## config.mk

```make
export PLATFORM = sky130hd
export DESIGN_NAME = dcpc_seg_tracker
export DESIGN_NICKNAME = d
export VERILOG_FILES = /design/src/hw/rtl/dcpc_pkg.sv /design/src/hw/rtl/dcpc_pec15.sv /design/src/hw/rtl/dcpc_seg_tracker.sv
export VERILOG_INCLUDE_DIRS = /design/src /design/src/hw/rtl
export SDC_FILE = /design/constraint.sdc
export NUM_CORES = 1
export LEC_CHECK = 0
export BUFFER_PORTS_ARGS = -buffer_cell sky130_fd_sc_hd__buf_2
export CAP_MARGIN = 10
export CORE_ASPECT_RATIO = 1.4
export CORE_MARGIN = 2
export CORE_UTILIZATION = 40
export CTS_BUF_LIST = sky130_fd_sc_hd__clkbuf_8
export DETAILED_ROUTE_END_ITERATION = 10
export GPL_ROUTABILITY_DRIVEN = 1
export SKIP_LAST_GASP = 1
export SYNTH_ARGS = -nofsm -noshare
export SYNTH_HDL_FRONTEND = slang
export SYNTH_SLANG_ARGS = --single-unit
```

## constraint.sdc

```tcl
create_clock -name clk -period 5.2 [get_ports clk]
set_input_delay 1.3 -clock clk [delete_from_list [all_inputs] [get_ports clk]]
set_output_delay 1.3 -clock clk [all_outputs]
set_load 0.01 [all_outputs]
```

## src/hw/rtl/assert_macros.svh

```systemverilog
// ----------------------------------------------------------------------------
// Assertion macros
// Shared concurrent assertion forms, clocked and disabled during reset.
// ----------------------------------------------------------------------------
`ifndef ASSERT_MACROS_SVH
`define ASSERT_MACROS_SVH

// Same-cycle implication.
`define ASSERT_IMPLY(label, clk, rst, ante, cons, msg) \
  label: assert property (@(posedge clk) disable iff (rst) (ante) |-> (cons)) \
    else $error(msg);

// Next-cycle implication.
`define ASSERT_NEXT(label, clk, rst, ante, cons, msg) \
  label: assert property (@(posedge clk) disable iff (rst) (ante) |=> (cons)) \
    else $error(msg);

`endif

```

## src/hw/rtl/dcpc_pkg.sv

```systemverilog
// ----------------------------------------------------------------------------
// dcpc_pkg
// Types and constants for the daisy-chain PEC-15 readback checker.
// ----------------------------------------------------------------------------
package dcpc_pkg;

  localparam int DATA_BYTES = 6;
  localparam int DATA_W     = 8 * DATA_BYTES;
  localparam int POS_W      = 3;
  localparam int SEG_W      = 4;

  localparam logic [15:0] PEC_POLY = 16'h4599;
  localparam logic [15:0] PEC_SEED = 16'd16;

  typedef struct packed {
    logic [7:0] rx_byte;
    logic       frame_start;
  } in_t;

  typedef struct packed {
    logic [2:0]        device_index;
    logic [DATA_W-1:0] data_word;
    logic              pec_ok;
    logic              frame_ok;
    logic              last_segment;
  } out_t;

endpackage

```

## src/hw/rtl/dcpc_pec15.sv

```systemverilog
// ----------------------------------------------------------------------------
// dcpc_pec15
// Byte-wide PEC-15 remainder update, eight bit steps unrolled.
// ----------------------------------------------------------------------------
module dcpc_pec15
  import dcpc_pkg::*;
(
  input  logic [15:0] rem,
  input  logic [7:0]  data,
  output logic [15:0] rem_upd
);

  logic [15:0] v;

  always_comb begin
    v = {1'b0, (rem[14:7] ^ data), 7'b0};
    for (int i = 0; i < 8; i++) begin
      if (v[14]) begin
        v = {v[14:0], 1'b0} ^ PEC_POLY;
      end else begin
        v = {v[14:0], 1'b0};
      end
    end
    rem_upd = {rem[7:0], 8'b0} ^ v;
  end

endmodule

```

## src/hw/rtl/dcpc_seg_tracker.sv

```systemverilog
// ----------------------------------------------------------------------------
// dcpc_seg_tracker
// Segment and frame state, PEC comparison and the result register.
// ----------------------------------------------------------------------------
`include "assert_macros.svh"

module dcpc_seg_tracker
  import dcpc_pkg::*;
#(
  parameter int NUM_DEVICES = 2
)
(
  input  logic clk,
  input  logic rst,
  input  logic item_valid,
  output logic item_ready,
  input  in_t  item,
  output logic res_valid,
  input  logic res_ready,
  output out_t res_data
);

  logic [POS_W-1:0]  byte_position, byte_position_next, pos_e;
  logic [SEG_W-1:0]  segment_count, segment_count_next, seg_e;
  logic [15:0]       running_remainder, running_remainder_next, rem_e, rem_upd;
  logic [DATA_W-1:0] data_shift, data_shift_next, shift_e;
  logic [7:0]        pec_high_byte, pec_high_byte_next, hi_e;
  logic              all_good, all_good_next, good_e;
  logic              fire, frame_done, pec_ok, emit;
  out_t              res_next;

  assign item_ready = !res_valid || res_ready;
  assign fire       = item_valid && item_ready;

  // A frame start byte sees the reset state before it is used.
  always_comb begin
    if (item.frame_start) begin
      pos_e   = '0;
      seg_e   = '0;
      rem_e   = PEC_SEED;
      shift_e = '0;
      hi_e    = '0;
      good_e  = 1'b1;
    end else begin
      pos_e   = byte_position;
      seg_e   = segment_count;
      rem_e   = running_remainder;
      shift_e = data_shift;
      hi_e    = pec_high_byte;
      good_e  = all_good;
    end
  end

  dcpc_pec15 u_pec15 (
    .rem     (rem_e),
    .data    (item.rx_byte),
    .rem_upd (rem_upd)
  );

  assign frame_done = seg_e >= SEG_W'(NUM_DEVICES);
  assign pec_ok     = {hi_e, item.rx_byte} == {rem_e[14:0], 1'b0};

  always_comb begin
    byte_position_next     = pos_e;
    segment_count_next     = seg_e;
    running_remainder_next = rem_e;
    data_shift_next        = shift_e;
    pec_high_byte_next     = hi_e;
    all_good_next          = good_e;
    emit                   = 1'b0;

    res_next.device_index  = seg_e[2:0];
    res_next.data_word     = shift_e;
    res_next.pec_ok        = pec_ok;
    res_next.frame_ok      = good_e && pec_ok;
    res_next.last_segment  = seg_e == SEG_W'(NUM_DEVICES - 1);

    if (!frame_done) begin
      if (pos_e < POS_W'(DATA_BYTES)) begin
        running_remainder_next = rem_upd;
        data_shift_next[{pos_e, 3'b000} +: 8] = item.rx_byte;
        byte_position_next = pos_e + 1'b1;
      end else if (pos_e == POS_W'(DATA_BYTES)) begin
        pec_high_byte_next = item.rx_byte;
        byte_position_next = pos_e + 1'b1;
      end else begin
        emit                   = 1'b1;
        all_good_next          = good_e && pec_ok;
        segment_count_next     = seg_e + 1'b1;
        byte_position_next     = '0;
        running_remainder_next = PEC_SEED;
        data_shift_next        = '0;
        pec_high_byte_next     = '0;
      end
    end
  end

  always_ff @(posedge clk) begin
    if (rst) begin
      byte_position     <= '0;
      segment_count     <= '0;
      running_remainder <= PEC_SEED;
      data_shift        <= '0;
      pec_high_byte     <= '0;
      all_good          <= 1'b1;
      res_valid         <= 1'b0;
    end else begin
      if (fire) begin
        byte_position     <= byte_position_next;
        segment_count     <= segment_count_next;
        running_remainder <= running_remainder_next;
        data_shift        <= data_shift_next;
        pec_high_byte     <= pec_high_byte_next;
        all_good          <= all_good_next;
      end
      if (fire && emit) begin
        res_valid <= 1'b1;
      end else if (res_ready) begin
        res_valid <= 1'b0;
      end
    end
  end

  always_ff @(posedge clk) begin
    if (fire && emit) begin
      res_data <= res_next;
    end
  end

  `ASSERT_IMPLY(a_seg_bound, clk, rst, 1'b1, segment_count <= SEG_W'(NUM_DEVICES), "segment count overran the chain length")
  `ASSERT_IMPLY(a_last_index, clk, rst, res_valid && res_data.last_segment, res_data.device_index == 3'(NUM_DEVICES - 1), "last segment flag on wrong device")
  `ASSERT_IMPLY(a_frame_ok, clk, rst, res_valid && res_data.frame_ok, res_data.pec_ok, "frame good while segment PEC failed")
  `ASSERT_NEXT(a_emit_shows, clk, rst, fire && emit, res_valid, "finished segment not presented")

endmodule

```

==> results of run 1 <==
## worst paths after layout
kind	to	slack [ps]
worst max-delay path	data_shift[19]	1480
worst min-delay path	data_shift[41]	450
worst max register to register	data_shift[19]	2050
worst min register to register	data_shift[41]	450
## flip-flops by register name, summed over array words and instances (netlist names)
name and flops:
res_data 54, data_shift 48, running_remainder 15, pec_high_byte 8, segment_count 4, byte_position 3, all_good 1, res_valid 1
## final cells by class
| cell class | count | area share, % |
|---|---|---|
| clock inverter | 14 | 2.24 |
| sequential | 134 | 41.5 |
| inverter | 47 | 2.27 |
| timing repair buffer | 76 | 5.32 |
| clock buffer | 18 | 3.19 |
| tap | 203 | 3.27 |
| multi-input combinational | 507 | 42.1 |
## worst register-to-register path, cell delays in order, from the launching register on
cell      delay [ps]
dfxtp_1          450
nand2b_1         250
ha_1             280
ha_1             350
nor2b_1          310
and3_1           390
nand4_1          360
o32ai_1          370
a21oi_1          140
nor3_1           170
## per-layer routing
metal | routed length, microns | up-vias
met4 | 551 | 2
li1 | - | 2703
met3 | 882 | 35
met2 | 9820 | 164
met1 | 7260 | 2787
met5 | 13 | -
## power breakdown
group / internal (mW) / switching, mW / leakage [nW] / total (mW)
clock network: 0.492 / 0.440 / 0.215 / 0.933
logic: 0.386 / 0.388 / 1.68 / 0.774
registers: 1.15 / 0.0941 / 1.11 / 1.24
## placed cells by master, fill, tap and decap left out, types with 5 or more instances in the layout
cell type  count
nand3_1       11
clkbuf_8      18
a22oi_1       43
buf_2         68
edfxtp_1      54
and3_1        13
nand2_1       61
nor3_1        12
nand2b_1       5
xor2_1         9
xnor3_1        6
o22ai_1       10
dfxtp_1       80
buf_4          7
nor2b_1       38
o221ai_1      16
a21oi_1       30
inv_1         45
nor2_1        86
o21ai_1       29
o21ai_0       17
ha_1          10
xnor2_1       44
## logic make-up (layout without fill, tap and decap cells)
| logic type | Yosys count | count (layout) | share of synthesized area [%] |
|---|---|---|---|
| and+or+nand+nor | 251 | 251 | 17.5 |
| buffers and inverters | 103 | 155 | 6.05 |
| AOI/OAI and AO/OA | 183 | 183 | 18.4 |
| DFF | 134 | 134 | 46.6 |
| xor gates and xnor gates | 62 | 62 | 9.51 |
| muxes | 1 | 1 | 0.145 |
| adders and majority gates | 10 | 10 | 1.81 |
## metrics by stage
stage	hold slack, ps	utilization, %	setup WS, ps
2_1_floorplan	427	-	1130
3_3_place_gp	435	43.6	1200
3_5_place_dp	444	43.6	1110
5_1_grt	475	46.1	1320
4_1_cts	455	46.1	1590
6_report	452	46.1	1480
==> reports/qor.yml, run 1 <==
critical_path_peak_fanout: 9
post_cts_resized: 0
yosysMostFrequentCell: "nor2_1"
finalPower_mw: 2.95
grt_max_degree: 59
clk_latency_ps: 460
fp.coreArea_sq_um: 16800
design_area_sq_um: 7760
n_fill_cell: 1675
synth_area_leader_cell: "edfxtp_1"
postRouteAntennaNets: 0
cp_slowest_cell: "and3_1"
nets: 806
first_pass_iters: 6
clock-root-buffer: "clkbuf_8"
use_met2_pct: 35.9
cp.depth: 10
initial_core_util_pct: 41.1
syn_inst: 744
fin_tns_setup_ps: 0
min-delay-start: "data_shift[41]"
use_met1_pct: 24.1
grt.total_usage_pct: 20.7
synth_cell_types: 69
cts_tree: "done"
place_inst: 967
path_cells: "buf_2 -> nand2b_1 -> ha_1 -> ha_1 -> nor2b_1 -> and3_1 -> nand4_1 -> o32ai_1 -> a21oi_1 -> nor3_1"
htreeDepth: 4
cp-start-kind: "primary input"
slew-limit-headroom_pct: 42.6
vias: 5691
met3_usage_pct: 4.42
dieArea_sq_um: 18400
critPathLaunch: "item[0]"
gp_congestion: 0.936
cts_buffers: 17
clockBufferDepth: 2
critical-path-top-delay-family: "simple AND/OR/NAND/NOR gates"
wl_microns: 18500
rows: 56
multi_input_area_sq_um: 3270
path_buf_inv: 1
leakagePower_nw: 3.01
fin_worst_skew_ps: 14.0
fin_crit_ps: 3720
syn_to_final_growth_pct: 12.3
outcome: "finished, final reports clean"
finalSetupViolations: 0
avgRoutedWirePerCell_microns: 18.5
regArea_sq_um: 3220
worstSetupPathType: "primary input to register"
syn_nets: 767
hold_path_depth: 2
drc: 0
drive_gt1_share_pct: 15.3
synth_top_area_share_pct: 23.5
drtIter0Drc: 385
cts.clk_slew.worst_paths_ps: 80
finalHoldViolCount: 0
tightest_slew_ps: 862
chipHeight_microns: 160
slowest_delay_ps: 390
n_antenna_cell: 0
syn-cell-area_sq_um: 6910
cp-end-kind: "register"
post-dp-hpwl_microns: 12800
grt_pass1_vias: 5612
io_buffers: 68
power_density_nw_per_um2: 380
ys_top_cells_by_count: "nor2_1, dfxtp_1, nand2_1"
dpl_cell_area_sq_um: 7340
synthFlopType: "dfxtp_1"
routed_via_density: 5.70
fin_crit_sh_pct: 71.5
fmax_mhz: 269
synth_area_per_cell_sq_um: 9.29
grt_busiest_layer: "met2"
drv_slew: 0
synth_edf_count: 54
synth_seq_area_share_pct: 46.6
antenna_found_initial: 1
hold_path.class: "register to register"
ys_ff_latch: 134
max_cap_violations: 0
r2r_start: "byte_position[0]"
cp.arrival_ps: 4100
synth_warnings: 0
grt_pass1_wl_microns: 29600
synth.top_cells.by_area: "edfxtp_1, dfxtp_1, xnor2_1, a22oi_1, nor2_1"
stdcell_count: 999
post_cts_buffers: 0
critPathRequiredTime_ps: 5590
grt_overflow: 0
rr_worst_depth: 9
ir_worst_vdd_uv: 281
postCtsHoldBufs: 0
die_x_microns: 115
ioPinCount: 69
clock-sinks: 134
rsz0062_at_grt: "no"
crit_top_cell: "ha_1"
async_flop_share_pct: 0
Note: power is estimated with default switching activity, not from simulation.
==> run 2: changes to the inputs <==
Clock period 5.2 ns to 3.1 ns, I/O delays scaled along.
==> run 2 against run 1 <==
Against the previous run:
- clock skew is 4.3 ps lower
- utilization increased by 2.1 points
- worst setup slack got worse by 1100 ps
- critical path depth stayed put
- register-to-register slack lost 1600 ps
- clock power grew 74%
- final cell count is 3.4% higher
- global-route usage up 0.54 points
- via count rose by 2.3%
- routed wire length up 1.8%
- count of clock-buffer cells in the layout is the same
- critical endpoint is now data_shift[32]
- largest cell class unchanged
==> reports/qor.yml, run 2 (same netlist as run 1, synthesis figures left out) <==
path_buf_inv: 1
routed_via_density: 5.64
wl_microns: 18900
clk_latency_ps: 450
outcome: "finished, final reports clean"
fin_crit_sh_pct: 86.3
final_core_util_pct: 48.2
clock-sinks: 134
fmax_mhz: 374
top_register: "res_data"
finalHoldViolCount: 0
dpl_cell_area_sq_um: 7660
ir_worst_vdd_uv: 572
nets: 840
drtIter0Drc: 339
layout_common_cells: "nor2_1, dfxtp_1, buf_2"
initial_core_util_pct: 41.1
largest_reg_flops: 54
worstSetupPathType: "primary input to register"
grt_pass1_wl_microns: 30300
dieArea_sq_um: 18400
io_buffers: 68
syn_to_final_growth_pct: 17.3
drv_slew: 0
finalSetupViolations: 0
slew-limit-headroom_pct: 58.6
grt.total_usage_pct: 21.2
die_x_microns: 115
top_regs: "res_data x54, data_shift x48, running_remainder x15"
fin_tns_setup_ps: 0
rows: 56
grt_overflow: 0
antenna_found_initial: 0
drive_gt1_share_pct: 19.5
n_fill_cell: 1614
fp.coreArea_sq_um: 16800
first_pass_iters: 7
postCtsHoldBufs: 0
clock-root-buffer: "clkbuf_8"
tightest_slew_ps: 605
worst_slack_ps: 424
clockBufferDepth: 2
leakagePower_nw: 3.21
cts_tree: "done"
crit_top_cell: "ha_4"
cp-start-kind: "primary input"
chipHeight_microns: 160
fin_worst_skew_ps: 9.70
vias: 5821
postRouteAntennaNets: 0
power_density_nw_per_um2: 626
max_cap_violations: 0
critPathRequiredTime_ps: 3440
slowest_delay_ps: 480
rsz0062_at_grt: "no"
grt_pass1_vias: 5870
critical_path_peak_fanout: 8
design_area_sq_um: 8110
ioPinCount: 69
critical-path-top-delay-family: "simple AND/OR/NAND/NOR gates"
fin_crit_ps: 2680
hold_path.class: "register to register"
cp.arrival_ps: 3020
drc: 0
htreeDepth: 4
cts_buffers: 17
n_antenna_cell: 0
post-dp-hpwl_microns: 13300
grt_max_degree: 50
cp-end-kind: "register"
cp_slowest_cell: "or4b_4"
place_inst: 1001
post_cts_buffers: 0
gp_congestion: 0.899
cts.clk_slew.worst_paths_ps: 80
avgRoutedWirePerCell_microns: 18.3
place_ws_ps: -6.66
layout_commonest_cell: "nor2_1"
post_cts_resized: 0
stdcell_count: 1033
path_cells: "buf_2 -> nand2b_1 -> ha_4 -> ha_4 -> or4b_4 -> or2_0 -> a22oi_1 -> o221ai_1 -> o21ai_1 -> nor2_1"
[run 2: tightest hold or removal path, stage by stage, from the launching register on]
cell	delay [ps]
dfxtp_1	310
nand2_1	50
a21oi_1	50
[run 2: area by class of cell]
type,count,area (sq um),area share [%]
multi-input combinational,507,3310,40.8
sequential,134,3220,39.8
timing repair buffer,110,693,8.55
tap,203,254,3.13
clock buffer,18,248,3.06
clock inverter,14,200,2.47
inverter,47,179,2.21
[run 2: report_power, final]
part / switching [mW] / internal (mW)
clock: 0.720 / 0.905
sequential: 0.163 / 1.93
combinational: 0.669 / 0.689
total: 1.55 / 3.52
[run 2: metrics by stage]
step           power (mW)  hold WS (ps)
5_1_grt              5.33           487
4_1_cts              5.10           451
6_report             5.07           452
3_3_place_gp         3.44           435
3_5_place_dp         3.47           439
2_1_floorplan        3.18           427
[run 2: worst paths after layout]
| check | endpoint | from | slack [ps] | cells after the start |
|---|---|---|---|---|
| max | data_shift[32] | item[0] | 420 | 10 |
| min | data_shift[14] | data_shift[14] | 450 | 2 |
| max reg2reg | data_shift[32] | byte_position[1] | 480 | 9 |
| min reg2reg | data_shift[14] | data_shift[14] | 450 | 2 |
[run 2: routing by layer]
metal	global-route usage (%)	share of wire, %	up-vias
met5	0	0	-
met2	37.6	53	186
met4	10.1	4.0	0
li1	-	-	2760
met3	3.62	4.6	53
met1	24.3	39	2822
